==> src/hw/rtl/qcu_pkg.sv <==
package qcu_pkg;

   // one raw byte of the container file
   typedef struct packed {
      logic [7:0] byte_value;
      logic       end_of_file;
   } qcu_req_type;

   typedef enum logic [1:0] {
      ST_DATA      = 2'd0,
      ST_NO_KEY    = 2'd1,
      ST_BAD_SKIP  = 2'd2,
      ST_TRUNCATED = 2'd3
   } qcu_status_type;

   typedef struct packed {
      logic [7:0]     plain_byte;
      logic [7:0]     found_key;
      qcu_status_type status;
      logic           last_result;
   } qcu_rsp_type;

   // front -> back command: raw byte plus what to do with it
   typedef struct packed {
      qcu_status_type status;
      logic [7:0]     raw_byte;
      logic [7:0]     key;
      logic           last;
   } qcu_cmd_type;

   typedef struct packed {
      logic [7:0] header_mask;
      logic [7:0] magic_first_byte;
      logic [7:0] terminator_byte;
   } qcu_cfg_type;

   typedef enum logic [2:0] {
      PH_HEADER,
      PH_SCAN,
      PH_SKIP,
      PH_PAYLOAD,
      PH_DRAIN
   } qcu_phase_type;

   typedef enum logic [1:0] {
      CSR_HEADER_MASK = 2'd0,
      CSR_MAGIC       = 2'd1,
      CSR_TERMINATOR  = 2'd2
   } qcu_csr_type;

   localparam int unsigned CSR_ADDR_BITS = 4;

   localparam logic [7:0] HEADER_MASK_RESET = 8'h5A;
   localparam logic [7:0] MAGIC_RESET       = 8'h4D;
   localparam logic [7:0] TERMINATOR_RESET  = 8'h09;

   localparam logic [31:0] ORIG_SIZE_AT = 32'h0000_0D54;
   localparam logic [31:0] META_SIZE_AT = 32'h0000_12A0;
   localparam logic [32:0] META_BASE    = 33'h0_0000_12B8;
   localparam logic [32:0] META_EXTRA   = 33'h0_0000_006D;
   localparam logic [32:0] CONT_BASE    = META_BASE + META_EXTRA;

   localparam logic signed [33:0] SKIP_EXTRA = 34'sd5;

endpackage

==> src/hw/rtl/quarantine_container_unwrap.sv <==
// Path: a req beat that yields a result is written to the queue, then loaded into the output
// register, which drives rsp.
// Throughput: one byte per cycle sustained; the front parser takes a byte every cycle
// while the queue has room; the output register drains one beat a cycle on rsp_ready.
// Reset: synchronous, active high; parser back to header collection, queue and output
// emptied, CSRs back to mask 0x5A, magic 0x4D, terminator 0x09. No clearing pass.
module quarantine_container_unwrap #(
   parameter int unsigned POSITION_BITS = 32,
   parameter int unsigned QUEUE_DEPTH   = 2
) (
   input  logic                                clock,
   input  logic                                reset,
   // byte stream in
   input  logic                                req_valid,
   output logic                                req_ready,
   input  qcu_pkg::qcu_req_type                req_data,
   // decoded beats out
   output logic                                rsp_valid,
   input  logic                                rsp_ready,
   output qcu_pkg::qcu_rsp_type                rsp_data,
   // APB-style CSR port
   input  logic                                csr_psel,
   input  logic                                csr_penable,
   input  logic                                csr_pwrite,
   input  logic [qcu_pkg::CSR_ADDR_BITS-1:0]   csr_paddr,
   input  logic [31:0]                         csr_pwdata,
   output logic [31:0]                         csr_prdata,
   output logic                                csr_pready
);

   qcu_pkg::qcu_cfg_type cfg_ff, cfg_in;
   qcu_pkg::qcu_csr_type csr_sel;
   logic                 csr_wr;

   logic                 take;
   logic                 push;
   qcu_pkg::qcu_cmd_type push_cmd;
   logic                 q_full, q_nonempty, q_pop;
   qcu_pkg::qcu_cmd_type q_cmd;

   // --- CSR block: three byte-wide registers at word offsets 0, 4, 8 ---
   assign csr_pready = 1'b1;
   assign csr_sel    = qcu_pkg::qcu_csr_type'(csr_paddr[3:2]);
   assign csr_wr     = csr_psel && csr_penable && csr_pwrite;

   always_comb begin
      cfg_in = cfg_ff;
      if (csr_wr) begin
         unique case (csr_sel)
            qcu_pkg::CSR_HEADER_MASK: cfg_in.header_mask      = csr_pwdata[7:0];
            qcu_pkg::CSR_MAGIC:       cfg_in.magic_first_byte = csr_pwdata[7:0];
            qcu_pkg::CSR_TERMINATOR:  cfg_in.terminator_byte  = csr_pwdata[7:0];
            default:                  cfg_in = cfg_ff;
         endcase
      end
   end

   always_comb begin
      unique case (csr_sel)
         qcu_pkg::CSR_HEADER_MASK: csr_prdata = {24'h0, cfg_ff.header_mask};
         qcu_pkg::CSR_MAGIC:       csr_prdata = {24'h0, cfg_ff.magic_first_byte};
         qcu_pkg::CSR_TERMINATOR:  csr_prdata = {24'h0, cfg_ff.terminator_byte};
         default:                  csr_prdata = '0;
      endcase
   end

   always_ff @(posedge clock) begin
      if (reset) begin
         cfg_ff.header_mask      <= qcu_pkg::HEADER_MASK_RESET;
         cfg_ff.magic_first_byte <= qcu_pkg::MAGIC_RESET;
         cfg_ff.terminator_byte  <= qcu_pkg::TERMINATOR_RESET;
      end else begin
         cfg_ff <= cfg_in;
      end
   end

   // --- front: parses header, finds terminator and payload, derives key ---
   // ready only looks at queue room, so a stalled rsp side never stops the
   // parser until the queue actually fills
   assign req_ready = !q_full;
   assign take      = req_valid && req_ready;

   qcu_front #(
      .POSITION_BITS (POSITION_BITS)
   ) u_front (
      .clock    (clock),
      .reset    (reset),
      .take     (take),
      .req_data (req_data),
      .cfg      (cfg_ff),
      .push     (push),
      .cmd      (push_cmd)
   );

   // --- short queue decoupling parser from the output stage ---
   qcu_queue #(
      .DEPTH (QUEUE_DEPTH)
   ) u_queue (
      .clock     (clock),
      .reset     (reset),
      .push      (push),
      .push_data (push_cmd),
      .full      (q_full),
      .nonempty  (q_nonempty),
      .pop       (q_pop),
      .pop_data  (q_cmd)
   );

   // --- back: XOR decode, error shaping, output register ---
   qcu_back u_back (
      .clock     (clock),
      .reset     (reset),
      .nonempty  (q_nonempty),
      .cmd       (q_cmd),
      .pop       (q_pop),
      .rsp_valid (rsp_valid),
      .rsp_ready (rsp_ready),
      .rsp_data  (rsp_data)
   );

endmodule

==> src/hw/rtl/qcu_front.sv <==
module qcu_front #(
   parameter int unsigned POSITION_BITS = 32
) (
   input  logic                 clock,
   input  logic                 reset,
   input  logic                 take,
   input  qcu_pkg::qcu_req_type req_data,
   input  qcu_pkg::qcu_cfg_type cfg,
   output logic                 push,
   output qcu_pkg::qcu_cmd_type cmd
);

   localparam int unsigned WIDE_BITS = ((POSITION_BITS > 34) ? POSITION_BITS : 34) + 1;
   localparam logic [POSITION_BITS-1:0] POS_MAX = '1;
   localparam logic [POSITION_BITS-3:0] ORIG_WORD =
      (POSITION_BITS-2)'(qcu_pkg::ORIG_SIZE_AT >> 2);
   localparam logic [POSITION_BITS-3:0] META_WORD =
      (POSITION_BITS-2)'(qcu_pkg::META_SIZE_AT >> 2);

   logic [POSITION_BITS-1:0] pos_ff, pos_in;
   qcu_pkg::qcu_phase_type   phase_ff, phase_in;
   logic [31:0]              orig_ff, orig_in;
   logic [31:0]              meta_ff, meta_in;
   logic [31:0]              cont_ff, cont_in;
   logic [32:0]              coff_ff, coff_in;
   logic signed [33:0]       skip_ff, skip_in;
   logic [WIDE_BITS-1:0]     start_ff, start_in;
   logic [7:0]               key_ff, key_in;

   logic [7:0]           masked;
   logic [7:0]           cand_key;
   logic [WIDE_BITS-1:0] coff_diff;
   logic                 in_orig, in_meta, in_cont, cont_done;
   logic                 term_hit, skip_ok, start_hit, key_bad, eof;
   logic [4:0]           lane_sh, cont_sh;
   logic                 res_valid;

   assign eof       = req_data.end_of_file;
   assign masked    = req_data.byte_value ^ cfg.header_mask;
   assign cand_key  = req_data.byte_value ^ cfg.magic_first_byte;
   assign in_orig   = pos_ff[POSITION_BITS-1:2] == ORIG_WORD;
   assign in_meta   = pos_ff[POSITION_BITS-1:2] == META_WORD;
   assign lane_sh   = {pos_ff[1:0], 3'b000};
   assign coff_diff = WIDE_BITS'(pos_ff) - WIDE_BITS'(coff_ff);
   assign in_cont   = coff_diff[WIDE_BITS-1:2] == '0;
   assign cont_sh   = {coff_diff[1:0], 3'b000};
   assign cont_done = in_cont && (coff_diff[1:0] == 2'd3);
   assign term_hit  = masked == cfg.terminator_byte;
   assign skip_ok   = !skip_ff[33] && (skip_ff != '0);
   assign start_hit = WIDE_BITS'(pos_ff) == start_ff;
   assign key_bad   = (cand_key == 8'h00) || (cand_key == 8'hFF);

   // next phase
   always_comb begin
      phase_in = phase_ff;
      if (take) begin
         unique case (phase_ff)
            qcu_pkg::PH_HEADER: begin
               if (cont_done) phase_in = qcu_pkg::PH_SCAN;
            end
            qcu_pkg::PH_SCAN: begin
               if (term_hit) phase_in = skip_ok ? qcu_pkg::PH_SKIP : qcu_pkg::PH_DRAIN;
            end
            qcu_pkg::PH_SKIP: begin
               if (start_hit) phase_in = key_bad ? qcu_pkg::PH_DRAIN : qcu_pkg::PH_PAYLOAD;
            end
            qcu_pkg::PH_PAYLOAD, qcu_pkg::PH_DRAIN: begin
               phase_in = phase_ff;
            end
            default: begin
               phase_in = qcu_pkg::PH_HEADER;
            end
         endcase
         if (eof) phase_in = qcu_pkg::PH_HEADER;
      end
   end

   // command towards the back end
   always_comb begin
      res_valid    = 1'b0;
      cmd.status   = qcu_pkg::ST_DATA;
      cmd.raw_byte = req_data.byte_value;
      cmd.key      = key_ff;
      cmd.last     = eof;
      unique case (phase_ff)
         qcu_pkg::PH_SCAN: begin
            if (term_hit && !skip_ok) begin
               res_valid  = 1'b1;
               cmd.status = qcu_pkg::ST_BAD_SKIP;
            end
         end
         qcu_pkg::PH_SKIP: begin
            if (start_hit) begin
               res_valid  = 1'b1;
               cmd.key    = cand_key;
               cmd.status = key_bad ? qcu_pkg::ST_NO_KEY : qcu_pkg::ST_DATA;
            end
         end
         qcu_pkg::PH_PAYLOAD: begin
            res_valid = 1'b1;
         end
         default: begin
            res_valid = 1'b0;
         end
      endcase
      if (eof && !res_valid && (phase_ff == qcu_pkg::PH_HEADER ||
                                phase_ff == qcu_pkg::PH_SCAN ||
                                phase_ff == qcu_pkg::PH_SKIP)) begin
         res_valid  = 1'b1;
         cmd.status = qcu_pkg::ST_TRUNCATED;
      end
      push = take && res_valid;
   end

   // header capture and position tracking
   always_comb begin
      pos_in   = pos_ff;
      orig_in  = orig_ff;
      meta_in  = meta_ff;
      cont_in  = cont_ff;
      skip_in  = skip_ff;
      start_in = start_ff;
      key_in   = key_ff;
      if (take) begin
         if (phase_ff == qcu_pkg::PH_HEADER) begin
            if (in_orig) orig_in = orig_ff | (32'(req_data.byte_value) << lane_sh);
            if (in_meta) meta_in = meta_ff | (32'(masked) << lane_sh);
            if (in_cont) cont_in = cont_ff | (32'(masked) << cont_sh);
            if (cont_done) begin
               skip_in = $signed({2'b00, cont_in}) - $signed({2'b00, orig_ff})
                         + qcu_pkg::SKIP_EXTRA;
            end
         end
         if (phase_ff == qcu_pkg::PH_SCAN && term_hit && skip_ok) begin
            start_in = WIDE_BITS'(pos_ff) + WIDE_BITS'(skip_ff[32:0]);
         end
         if (phase_ff == qcu_pkg::PH_SKIP && start_hit && !key_bad) key_in = cand_key;
         pos_in = (pos_ff == POS_MAX) ? pos_ff : pos_ff + 1'b1;
         if (eof) begin
            pos_in   = '0;
            orig_in  = '0;
            meta_in  = '0;
            cont_in  = '0;
            skip_in  = '0;
            start_in = '0;
            key_in   = '0;
         end
      end
      coff_in = qcu_pkg::CONT_BASE + 33'(meta_in);
   end

   always_ff @(posedge clock) begin
      if (reset) begin
         phase_ff <= qcu_pkg::PH_HEADER;
         pos_ff   <= '0;
         orig_ff  <= '0;
         meta_ff  <= '0;
         cont_ff  <= '0;
         coff_ff  <= qcu_pkg::CONT_BASE;
         skip_ff  <= '0;
         start_ff <= '0;
         key_ff   <= '0;
      end else begin
         phase_ff <= phase_in;
         pos_ff   <= pos_in;
         orig_ff  <= orig_in;
         meta_ff  <= meta_in;
         cont_ff  <= cont_in;
         coff_ff  <= coff_in;
         skip_ff  <= skip_in;
         start_ff <= start_in;
         key_ff   <= key_in;
      end
   end

   a_payload_key_usable: assert property (@(posedge clock) disable iff (reset)
      (phase_ff == qcu_pkg::PH_PAYLOAD) |-> (key_ff != 8'h00 && key_ff != 8'hFF))
      else $error("payload phase with unusable key");

   a_eof_restarts: assert property (@(posedge clock) disable iff (reset)
      (take && eof) |=> (pos_ff == '0 && phase_ff == qcu_pkg::PH_HEADER))
      else $error("end of file did not restart parser");

endmodule

==> src/hw/rtl/qcu_queue.sv <==
module qcu_queue #(
   parameter int unsigned DEPTH = 2
) (
   input  logic                 clock,
   input  logic                 reset,
   input  logic                 push,
   input  qcu_pkg::qcu_cmd_type push_data,
   output logic                 full,
   output logic                 nonempty,
   input  logic                 pop,
   output qcu_pkg::qcu_cmd_type pop_data
);

   localparam int unsigned PTR_BITS = $clog2(DEPTH);
   localparam int unsigned CNT_BITS = $clog2(DEPTH + 1);
   localparam logic [PTR_BITS-1:0] LAST_PTR = PTR_BITS'(DEPTH - 1);
   localparam logic [CNT_BITS-1:0] FULL_CNT = CNT_BITS'(DEPTH);

   qcu_pkg::qcu_cmd_type ent_ff [DEPTH];
   logic [PTR_BITS-1:0]  wr_ptr_ff, wr_ptr_in;
   logic [PTR_BITS-1:0]  rd_ptr_ff, rd_ptr_in;
   logic [CNT_BITS-1:0]  count_ff, count_in;

   assign full     = count_ff == FULL_CNT;
   assign nonempty = count_ff != '0;
   assign pop_data = ent_ff[rd_ptr_ff];

   always_comb begin
      wr_ptr_in = wr_ptr_ff;
      rd_ptr_in = rd_ptr_ff;
      if (push) wr_ptr_in = (wr_ptr_ff == LAST_PTR) ? '0 : wr_ptr_ff + 1'b1;
      if (pop)  rd_ptr_in = (rd_ptr_ff == LAST_PTR) ? '0 : rd_ptr_ff + 1'b1;
      unique case ({push, pop})
         2'b10:   count_in = count_ff + 1'b1;
         2'b01:   count_in = count_ff - 1'b1;
         default: count_in = count_ff;
      endcase
   end

   always_ff @(posedge clock) begin
      if (push) ent_ff[wr_ptr_ff] <= push_data;
   end

   always_ff @(posedge clock) begin
      if (reset) begin
         wr_ptr_ff <= '0;
         rd_ptr_ff <= '0;
         count_ff  <= '0;
      end else begin
         wr_ptr_ff <= wr_ptr_in;
         rd_ptr_ff <= rd_ptr_in;
         count_ff  <= count_in;
      end
   end

   a_count_bound: assert property (@(posedge clock) disable iff (reset)
      count_ff <= FULL_CNT)
      else $error("queue fill count beyond depth");

endmodule

==> src/hw/rtl/qcu_back.sv <==
module qcu_back (
   input  logic                 clock,
   input  logic                 reset,
   input  logic                 nonempty,
   input  qcu_pkg::qcu_cmd_type cmd,
   output logic                 pop,
   output logic                 rsp_valid,
   input  logic                 rsp_ready,
   output qcu_pkg::qcu_rsp_type rsp_data
);

   logic                 rsp_valid_ff, rsp_valid_in;
   qcu_pkg::qcu_rsp_type rsp_data_ff, rsp_data_in;
   qcu_pkg::qcu_rsp_type fmt;
   logic                 load;

   assign load = nonempty && (!rsp_valid_ff || rsp_ready);
   assign pop  = load;

   // errors carry zeroed byte and key and always close the stream
   always_comb begin
      fmt.status = cmd.status;
      if (cmd.status == qcu_pkg::ST_DATA) begin
         fmt.plain_byte  = cmd.raw_byte ^ cmd.key;
         fmt.found_key   = cmd.key;
         fmt.last_result = cmd.last;
      end else begin
         fmt.plain_byte  = '0;
         fmt.found_key   = '0;
         fmt.last_result = 1'b1;
      end
   end

   always_comb begin
      rsp_valid_in = rsp_valid_ff;
      rsp_data_in  = rsp_data_ff;
      if (load) begin
         rsp_valid_in = 1'b1;
         rsp_data_in  = fmt;
      end else if (rsp_ready) begin
         rsp_valid_in = 1'b0;
      end
   end

   always_ff @(posedge clock) begin
      if (reset) begin
         rsp_valid_ff <= 1'b0;
      end else begin
         rsp_valid_ff <= rsp_valid_in;
      end
   end

   always_ff @(posedge clock) begin
      rsp_data_ff <= rsp_data_in;
   end

   assign rsp_valid = rsp_valid_ff;
   assign rsp_data  = rsp_data_ff;

   a_error_beat_shape: assert property (@(posedge clock) disable iff (reset)
      (rsp_valid_ff && rsp_data_ff.status != qcu_pkg::ST_DATA) |->
      (rsp_data_ff.last_result && rsp_data_ff.plain_byte == '0 &&
       rsp_data_ff.found_key == '0))
      else $error("error beat not zeroed or not last");

endmodule
==> config.mk <==
export PLATFORM = sky130hd
export DESIGN_NAME = quarantine_container_unwrap
export DESIGN_NICKNAME = d
export VERILOG_FILES = /design/src/hw/rtl/qcu_pkg.sv /design/src/hw/rtl/quarantine_container_unwrap.sv /design/src/hw/rtl/qcu_front.sv /design/src/hw/rtl/qcu_queue.sv /design/src/hw/rtl/qcu_back.sv
export SDC_FILE = /design/constraint.sdc
export NUM_CORES = 1
export LEC_CHECK = 0
export ABC_AREA = 0
export ABC_CLOCK_PERIOD_IN_PS = 11000
export BUFFER_PORTS_ARGS = -buffer_cell sky130_fd_sc_hd__buf_2
export CORE_MARGIN = 2
export CORE_UTILIZATION = 60
export CTS_CLUSTER_DIAMETER = 30
export DETAILED_ROUTE_END_ITERATION = 7
export GPL_TIMING_DRIVEN = 0
export PLACE_DENSITY_LB_ADDON = 0.15
export SETUP_SLACK_MARGIN = 0.3
export SLEW_MARGIN = 0
export SYNTH_ARGS = -nofsm -noshare
export SYNTH_HDL_FRONTEND = slang
export SYNTH_SLANG_ARGS = --single-unit
==> constraint.sdc <==
create_clock -name clock -period 11 [get_ports clock]
set_clock_uncertainty 0.2 [all_clocks]
set_input_delay 2.2 -clock clock [delete_from_list [all_inputs] [get_ports clock]]
set_output_delay 2.2 -clock clock [all_outputs]
set_load 0.01 [all_outputs]
==> flow_summary.ini, run 1 <==
[run_status]
status = finished with violations
violations = DRC

[floorplanning]
die_w_um = 189
ios = 106
row_count = 67
die_area_um2 = 35600
fp.dieH_um = 189
core_region_area_um2 = 33500
start_util = 0.610

[global_route]
grt_pass1_wl_um = 99600
grt_max_degree = 22
grt.total_usage = 0.353
overflow = 0
grt_pass1_vias = 18700
antenna_found_initial = 0

[layout]
fin_util = 0.717
final_cell_mix = nor2_1, dfxtp_1, a21oi_1
layout_commonest_cell = nor2_1
syn_to_final_growth_pct = 17.5
fillCellCount = 2571
final_nets = 2755
diodes = 0
drive_above_1_share = 0.101

[critical_path]
setup.worst_path.class = register to register
required_ns = 11.25
cpPeakStageDelay_ns = 0.59
cp-startpoint = u_front.pos_ff[0]
cp_common_cell = clkbuf_1
critical_path.endpoint = u_front.skip_ff[33]
rr_worst_depth = 32
slowest_stage = a311oi_1
critPathCaptureType = register
worstPathMaxFanout = 10
r2r_start = u_front.pos_ff[0]
worstSetupStartpointType = register
arrival_ns = 10.28
r2r_end = u_front.skip_ff[33]
ff2ff_setup_slack_ns = 0.97

[power_and_ir_drop]
p_leak_nw = 9.99
p_per_area_nw_per_um2 = 177
max-vdd-ir-drop_uv = 151

[synthesis]
synth_simple_gate_area_frac = 0.210
synth-edff-count = 57
syn_area_um2 = 20500
ys_seq_area_frac = 0.348
netlist.top_cell.by_area = dfxtp_1
async_reset_ff_frac = 0
synthAdderAreaFrac = 0.0647
yosysUniqueCellTypes = 93
synth_top_area_share = 0.264
synthMuxAreaShare = 0.0227
synth_compound_area_frac = 0.208
synth-xor-area-share = 0.0959
synth_top_family_by_area = simple AND/OR/NAND/NOR gates
syn_area_per_cell_um2 = 8.36
ys_ff_latch = 327
synthFlopType = dfxtp_1
yosys_warnings = 0
syn-instance-count = 2448
synthTopCellsByArea = dfxtp_1, edfxtp_1, ha_1

[drt]
firstDrtPassIters = 8
wl_per_cell_um = 20.4
drt_iter0_drc = 1782
wirelength_um = 63400
via_count = 19500
ant_nets = 0
drcViolationCount = 1
vias_per_cell = 6.27

[placed_design]
io_buffers = 53
gp_congestion = 0.942
dpl.hpwl_um = 46700

[timing]
worstMarginPinSlew_ns = 1.43
finalHoldViolCount = 0
maxSlewHeadroom = 0.0400
rsz0062_at_grt = no
setup_viol = 0
setup-tns-final_ns = 0
min_period_ns = 10.03
max_freq_ghz = 0.0997
period_share = 0.912
drv_slew = 0

[clock_network]
cts_buffers = 70
cts_max_level = 3
clkLatencyLatePin_ns = 0.57
clock_path_buffers = 3
numClockSinks = 327
tritoncts = yes
cts.hold.buffers_added = 0
root_buffer = clkbuf_16
clkTransAtPathRegs_ns = 0.05

[worst_hold_path]
hp-class = register to register

[job]
max_cap_viol_count = 0
cell families (layout without fill, tap and decap cells):
group | after synthesis | after routing
AND/OR/NAND/NOR | 858 | 858
AO/OA/AOI/OAI | 647 | 647
flip-flops | 327 | 327
buffers and inverters | 241 | 425
XOR/XNOR | 224 | 224
adder cells (fa/ha/maj) | 104 | 104
multiplexers | 45 | 45
other | 2 | 25
critical path, delay by kind of cell (launching register included):
family          cells  cell delay (ns)
simple gates       13             3.92
mux                 1             0.27
flops               1             0.37
compound gates      9             2.75
buf+inv             6             1.47
fa+ha+maj           3             0.92
synthesized netlist by cell type (13+ instances only):
| master | n |
|---|---|
| a22o_1 | 25 |
| a211oi_1 | 20 |
| nand2b_1 | 22 |
| nor3_1 | 58 |
| a22oi_1 | 32 |
| a31oi_1 | 40 |
| or3_1 | 23 |
| o21bai_1 | 26 |
| buf_4 | 25 |
| or2_2 | 13 |
| mux2i_1 | 33 |
| nand3_1 | 57 |
| and3_1 | 30 |
| a211o_1 | 19 |
| nand3b_1 | 27 |
| nor2_1 | 309 |
| o21a_1 | 27 |
| inv_1 | 96 |
| nor2b_1 | 29 |
| edfxtp_1 | 57 |
| xnor2_1 | 113 |
| clkbuf_1 | 98 |
| xor2_1 | 111 |
| a21o_1 | 74 |
| nand2_1 | 151 |
| nand4_1 | 34 |
| o21ai_0 | 91 |
| o2111ai_1 | 14 |
| ha_1 | 101 |
| a21oi_1 | 195 |
| dfxtp_1 | 270 |
| nor4_1 | 43 |
per-layer routing:
layer	GRT usage	routed length, um
met2	0.574	29000
met5	0	0
met1	0.458	26300
met4	0.172	2930
met3	0.0536	5160
layout make-up:
cell class                      count  area (um^2)  area share
Inverter                           96          360      0.0150
Sequential cell                   327         7120       0.296
Multi-Input combinational cell   1903        12400       0.517
Tap cell                          448          561      0.0233
Buffer                            145          663      0.0276
Clock inverter                     40          679      0.0283
Clock buffer                       88         1940      0.0807
Timing Repair Buffer               56          288      0.0120
where the power goes:
part | internal (mW) | leakage, nW | switching, mW
Clock | 1.65 | 1.25 | 0.690
Sequential | 1.29 | 2.72 | 0.0213
Combinational | 0.200 | 6.03 | 0.404
stage by stage:
stage               setup slack, ns  hold WS (ns)  cells  total power, mW  area, um^2
finish                        0.966         0.249   3103             4.25       24000
global route                  0.476         0.268   3103             4.37       24000
CTS                           0.768         0.251   3101             4.25       24000
detailed placement            0.861         0.245   2973             1.92       21400
global placement              0.859         0.235   2972             1.90       21400
floorplan                      3.23         0.220   2471             1.74       20500
how the worst min path moves through the flow:
stage,start,end,cells past startpoint
2_1_floorplan,u_front.meta_ff[10],u_front.meta_ff[10],2
4_1_cts,u_front.cont_ff[15],u_front.cont_ff[15],2
6_report,u_front.cont_ff[15],u_front.cont_ff[15],2
3_5_place_dp,u_front.cont_ff[15],u_front.cont_ff[15],2
3_3_place_gp,u_front.cont_ff[14],u_front.cont_ff[14],2
5_1_grt,u_front.cont_ff[13],u_front.cont_ff[13],1
registers in the layout (all words and copies together), names as in the netlist, 2 cells and up, named ones only:
name / flops
u_front.pos_ff: 32
u_front.meta_ff: 32
u_back.rsp_data: 19
u_front.orig_ff: 32
u_front.key_ff: 8
u_queue.ent_ff: 38
u_front.skip_ff: 34
u_front.coff_ff: 33
u_front.cont_ff: 32
u_front.start_ff: 34
cfg_ff: 24
u_front.phase_ff: 3
u_queue.count_ff: 2
repair_timing:
action | CTS | global route
endpoints found under the setup margin | 0 | 10
resized for setup | 0 | 3
setup buffers | 0 | 2
No activity file was read; power rests on OpenSTA's default activity.
==> run 2, diff against run 1 <==
--- a/config.mk
+++ b/config.mk
@@ -13,7 +13,7 @@
 export CTS_CLUSTER_DIAMETER = 30
 export DETAILED_ROUTE_END_ITERATION = 7
 export GPL_TIMING_DRIVEN = 0
-export PLACE_DENSITY_LB_ADDON = 0.15
+export PLACE_DENSITY = 0.76
 export SETUP_SLACK_MARGIN = 0.3
 export SLEW_MARGIN = 0
 export SYNTH_ARGS = -nofsm -noshare
==> flow_summary.ini, run 2 (synthesis gave the netlist of run 1 again) <==
[critical_path]
worstSetupStartpointType = register
cpPeakStageDelay_ns = 0.78
worstPathMaxFanout = 10
arrival_ns = 10.54
path_delay_family = simple AND/OR/NAND/NOR gates
path_buf_inv = 4
slowest_stage = nor3_1
required_ns = 11.25
critPathCaptureType = register
setup.worst_path.class = register to register

[layout]
largest_reg_flops = 38
layout_commonest_cell = nor2_1
seq_area_um2 = 7120
fillCellCount = 2634
final_nets = 2753
largest_register = u_queue.ent_ff
postLayoutCellArea_um2 = 23800
syn_to_final_growth_pct = 16.4
final_cell_mix = nor2_1, dfxtp_1, a21oi_1
multi_input_area_um2 = 12400
drive_above_1_share = 0.0995
reg_top3 = u_queue.ent_ff (38), u_front.skip_ff (34), u_front.start_ff (34)

[drt]
wl_per_cell_um = 20.4
wirelength_um = 63400
drcViolationCount = 2
vias_per_cell = 6.28
ant_nets = 0
drt_iter0_drc = 1676
firstDrtPassIters = 8
via_count = 19500

[floorplanning]
ios = 106
die_w_um = 189
fp.dieH_um = 189
row_count = 67
die_area_um2 = 35600
start_util = 0.610
core_region_area_um2 = 33500

[clock_network]
clock_path_buffers = 3
clkLatencyLatePin_ns = 0.57
post_cts_buffers = 0
numClockSinks = 327
root_buffer = clkbuf_16
clkTransAtPathRegs_ns = 0.05
tritoncts = yes
cts_max_level = 3
cts.hold.buffers_added = 0
cts-resized-gates = 0
cts_buffers = 69

[timing]
setup-tns-final_ns = 0
maxSlewHeadroom = 0.0882
drv_slew = 0
max_freq_ghz = 0.0972
setup_viol = 0
min_period_ns = 10.29
worst_slack_ns = 0.713
finalHoldViolCount = 0
worstMarginPinSlew_ns = 1.36
period_share = 0.935
rsz0062_at_grt = no

[run_status]
status = finished with violations
violations = DRC

[placed_design]
gp_congestion = 0.957
dpl.hpwl_um = 46900
dp_slack_ns = 0.922
io_buffers = 53
dpl-instance-area_um2 = 21400

[job]
max_cap_viol_count = 0

[global_route]
grt.total_usage = 0.353
grt_max_degree = 22
overflow = 0
antenna_found_initial = 1
grt_pass1_vias = 18900
grt_pass1_wl_um = 100000

[worst_hold_path]
hp-class = register to register

[power_and_ir_drop]
p_per_area_nw_per_um2 = 169
p_leak_nw = 9.88
max-vdd-ir-drop_uv = 152
run 2: layer usage:
layer,global-route usage,wire length (um)
met1,0.464,27000
met2,0.571,28700
met3,0.0611,5110
met4,0.157,2540
met5,0,0
run 2: layout make-up:
class                           instances  share of cell area
Tap cell                              448              0.0235
Antenna cell                            2            0.000210
Clock inverter                         40              0.0201
Multi-Input combinational cell       1903               0.522
Buffer                                145              0.0278
Inverter                               96              0.0151
Timing Repair Buffer                   55              0.0118
Sequential cell                       327               0.299
Clock buffer                           86              0.0803
run 2: power breakdown:
group | switching (mW) | internal (mW)
Combinational | 0.405 | 0.200
Sequential | 0.0214 | 1.29
Clock | 0.700 | 1.41
Total | 1.13 | 2.90
run 2: through the flow:
stage / cells / power, mW / utilization / hold WS (ns)
after floorplan: 2471 / 1.74 / - / 0.220
after CTS: 3099 / 4.02 / 0.709 / 0.257
after global routing: 3100 / 4.15 / 0.710 / 0.266
final: 3102 / 4.03 / 0.710 / 0.256
after detailed placement: 2973 / 1.92 / 0.638 / 0.247
after global placement: 2972 / 1.90 / 0.637 / 0.235
run 2: final timing paths:
kind | startpoint | endpoint | slack, ns | cells after the start
max | u_front.pos_ff[0] | u_front.skip_ff[30] | 0.71 | 30
min | u_front.cont_ff[11] | u_front.cont_ff[11] | 0.26 | 1
min reg2reg | u_front.cont_ff[11] | u_front.cont_ff[11] | 0.26 | 1
max reg2reg | u_front.pos_ff[0] | u_front.skip_ff[30] | 0.71 | 30
==> run 3, diff against run 2 <==
--- a/config.mk
+++ b/config.mk
@@ -18,4 +18,5 @@
 export SLEW_MARGIN = 0
 export SYNTH_ARGS = -nofsm -noshare
 export SYNTH_HDL_FRONTEND = slang
+export SYNTH_HIERARCHICAL = 1
 export SYNTH_SLANG_ARGS = --single-unit
==> flow_summary.ini, run 3 <==
[synthesis]
synth_common_cells = nor2_1, dfxtp_1, a21oi_1, nand2_1, xnor2_1
synth_top_area_share = 0.264
ys_ff_latch = 327
yosysUniqueCellTypes = 98
syn_area_um2 = 20400
ys_seq_area_frac = 0.348
synthTopCellsByArea = dfxtp_1, edfxtp_1, ha_1
async_reset_ff_frac = 0
netlist.top_cell.by_area = dfxtp_1
syn-instance-count = 2426
synthFlopType = dfxtp_1
synth-edff-count = 57
syn_area_per_cell_um2 = 8.43
yosys_warnings = 6
yosysMostFrequentCell = nor2_1

[global_route]
grt_pass1_wl_um = 99200
grt_max_degree = 22
grt.total_usage = 0.355
antenna_found_initial = 0
overflow = 0
grt_pass1_vias = 18200

[drt]
highest_layer = met4
firstDrtPassIters = 7
wirelength_um = 63400
route.met3.wl_um = 6360
via_count = 19300
wl_per_cell_um = 20.6
drt_iter0_drc = 2131
drcViolationCount = 0
met2_length_um = 27800
met1Wirelength_um = 27100
ant_nets = 0
vias_per_cell = 6.25

[layout]
syn_to_final_growth_pct = 17.0
drive_above_1_share = 0.116
diodes = 0
reg_top3 = u_queue/ent_ff (38), u_front/skip_ff (34), u_front/start_ff (34)
layout_commonest_cell = nor2_1
largest_register = u_queue/ent_ff
fillCellCount = 2571
largest_reg_flops = 38
final_nets = 2727
instances_no_fill = 3080
final_cell_mix = nor2_1, dfxtp_1, a21oi_1

[timing]
min_period_ns = 9.31
drv_slew = 0
rsz0062_at_grt = no
setup_viol = 0
finalHoldViolCount = 0
whs_ns = 0.260
max_freq_ghz = 0.107
worstMarginPinSlew_ns = 1.17
setup-tns-final_ns = 0
period_share = 0.846
maxSlewHeadroom = 0.215

[power_and_ir_drop]
max-vdd-ir-drop_uv = 154
p_leak_nw = 9.78
p_per_area_nw_per_um2 = 178

[critical_path]
worstPathMaxFanout = 10
cpPeakStageDelay_ns = 0.74
worstSetupStartpointType = register
slowest_stage = nor4_1
required_ns = 11.27
setup.worst_path.class = register to register
cp_common_cell = nor4_1
critPathCaptureType = register
arrival_ns = 9.57

[floorplanning]
fp.dieH_um = 189
row_count = 67
die_w_um = 189
die_area_um2 = 35600
ios = 106
start_util = 0.610
core_region_area_um2 = 33500

[clock_network]
cts_buffers = 73
cts_max_level = 3
clkLatencyLatePin_ns = 0.59
post_cts_buffers = 0
clkTransAtPathRegs_ns = 0.05
root_buffer = clkbuf_16
numClockSinks = 327
clock_path_buffers = 3
cts-resized-gates = 0
tritoncts = yes
cts.hold.buffers_added = 0

[placed_design]
place_inst = 2944
io_buffers = 46
gp_congestion = 0.929
dpl.hpwl_um = 47400

[run_status]
status = finished clean

[job]
max_cap_viol_count = 0

[worst_hold_path]
hp-class = register to register
==> run 3: logic make-up (layout without fill, tap and decap cells) <==
| group | Yosys count | after routing | synth area share |
|---|---|---|---|
| AO/OA/AOI/OAI | 588 | 588 | 0.184 |
| adder cells (fa/ha/maj) | 104 | 104 | 0.0648 |
| other | 2 | 25 | 0.000367 |
| flip-flops | 327 | 327 | 0.348 |
| AND/OR/NAND/NOR | 885 | 885 | 0.224 |
| multiplexers | 69 | 69 | 0.0355 |
| XOR/XNOR | 209 | 209 | 0.0895 |
| buffers and inverters | 242 | 425 | 0.0531 |
==> run 3: final cells by class <==
class | count | area, um^2 | area share
inverters | 95 | 357 | 0.0149
flip-flops and latches | 327 | 7120 | 0.298
repair buffers | 47 | 245 | 0.0103
clock inverters | 53 | 642 | 0.0268
multi-input cells | 1880 | 12300 | 0.516
plain buffers | 147 | 729 | 0.0305
well taps | 448 | 561 | 0.0234
clock buffers | 83 | 1940 | 0.0809
==> run 3: metal layers <==
metal,up-vias,track usage
met5,-,0
met4,0,0.153
met3,156,0.0728
met2,980,0.542
met1,9154,0.487
li1,8966,-
==> run 3: power by group <==
group	internal [mW]	switching, mW	total (mW)
Clock	1.51	0.725	2.24
Sequential	1.30	0.0201	1.32
Combinational	0.241	0.459	0.700
Total	3.05	1.20	4.26
==> run 3: path summary, 6_finish.rpt <==
path / end / depth (start not counted) / start / slack [ns]
max: u_front/skip_ff[30] / 29 / u_front/pos_ff[0] / 1.69
min: u_front/cont_ff[10] / 1 / u_front/cont_ff[10] / 0.26
max reg2reg: u_front/skip_ff[30] / 29 / u_front/pos_ff[0] / 1.69
min reg2reg: u_front/cont_ff[10] / 1 / u_front/cont_ff[10] / 0.26
==> run 3: metrics by stage <==
stage	setup WS (ns)	util	instance area (um^2)	power (mW)
6_report	1.69	0.713	23900	4.26
5_1_grt	1.15	0.713	23900	4.39
3_5_place_dp	2.02	0.636	21300	2.01
4_1_cts	1.84	0.713	23900	4.25
3_3_place_gp	2.14	0.636	21300	1.99
2_1_floorplan	3.92	-	20500	1.81
==> run 3: worst max-delay path, delay by kind of cell (launching register included) <==
family | cells | cell delay (ns)
xor gates and xnor gates | 1 | 0.18
buffers and inverters | 4 | 1.10
DFF | 1 | 0.38
and+or+nand+nor | 11 | 3.60
muxes | 1 | 0.28
adders and majority gates | 3 | 0.95
AOI/OAI and AO/OA | 9 | 2.43
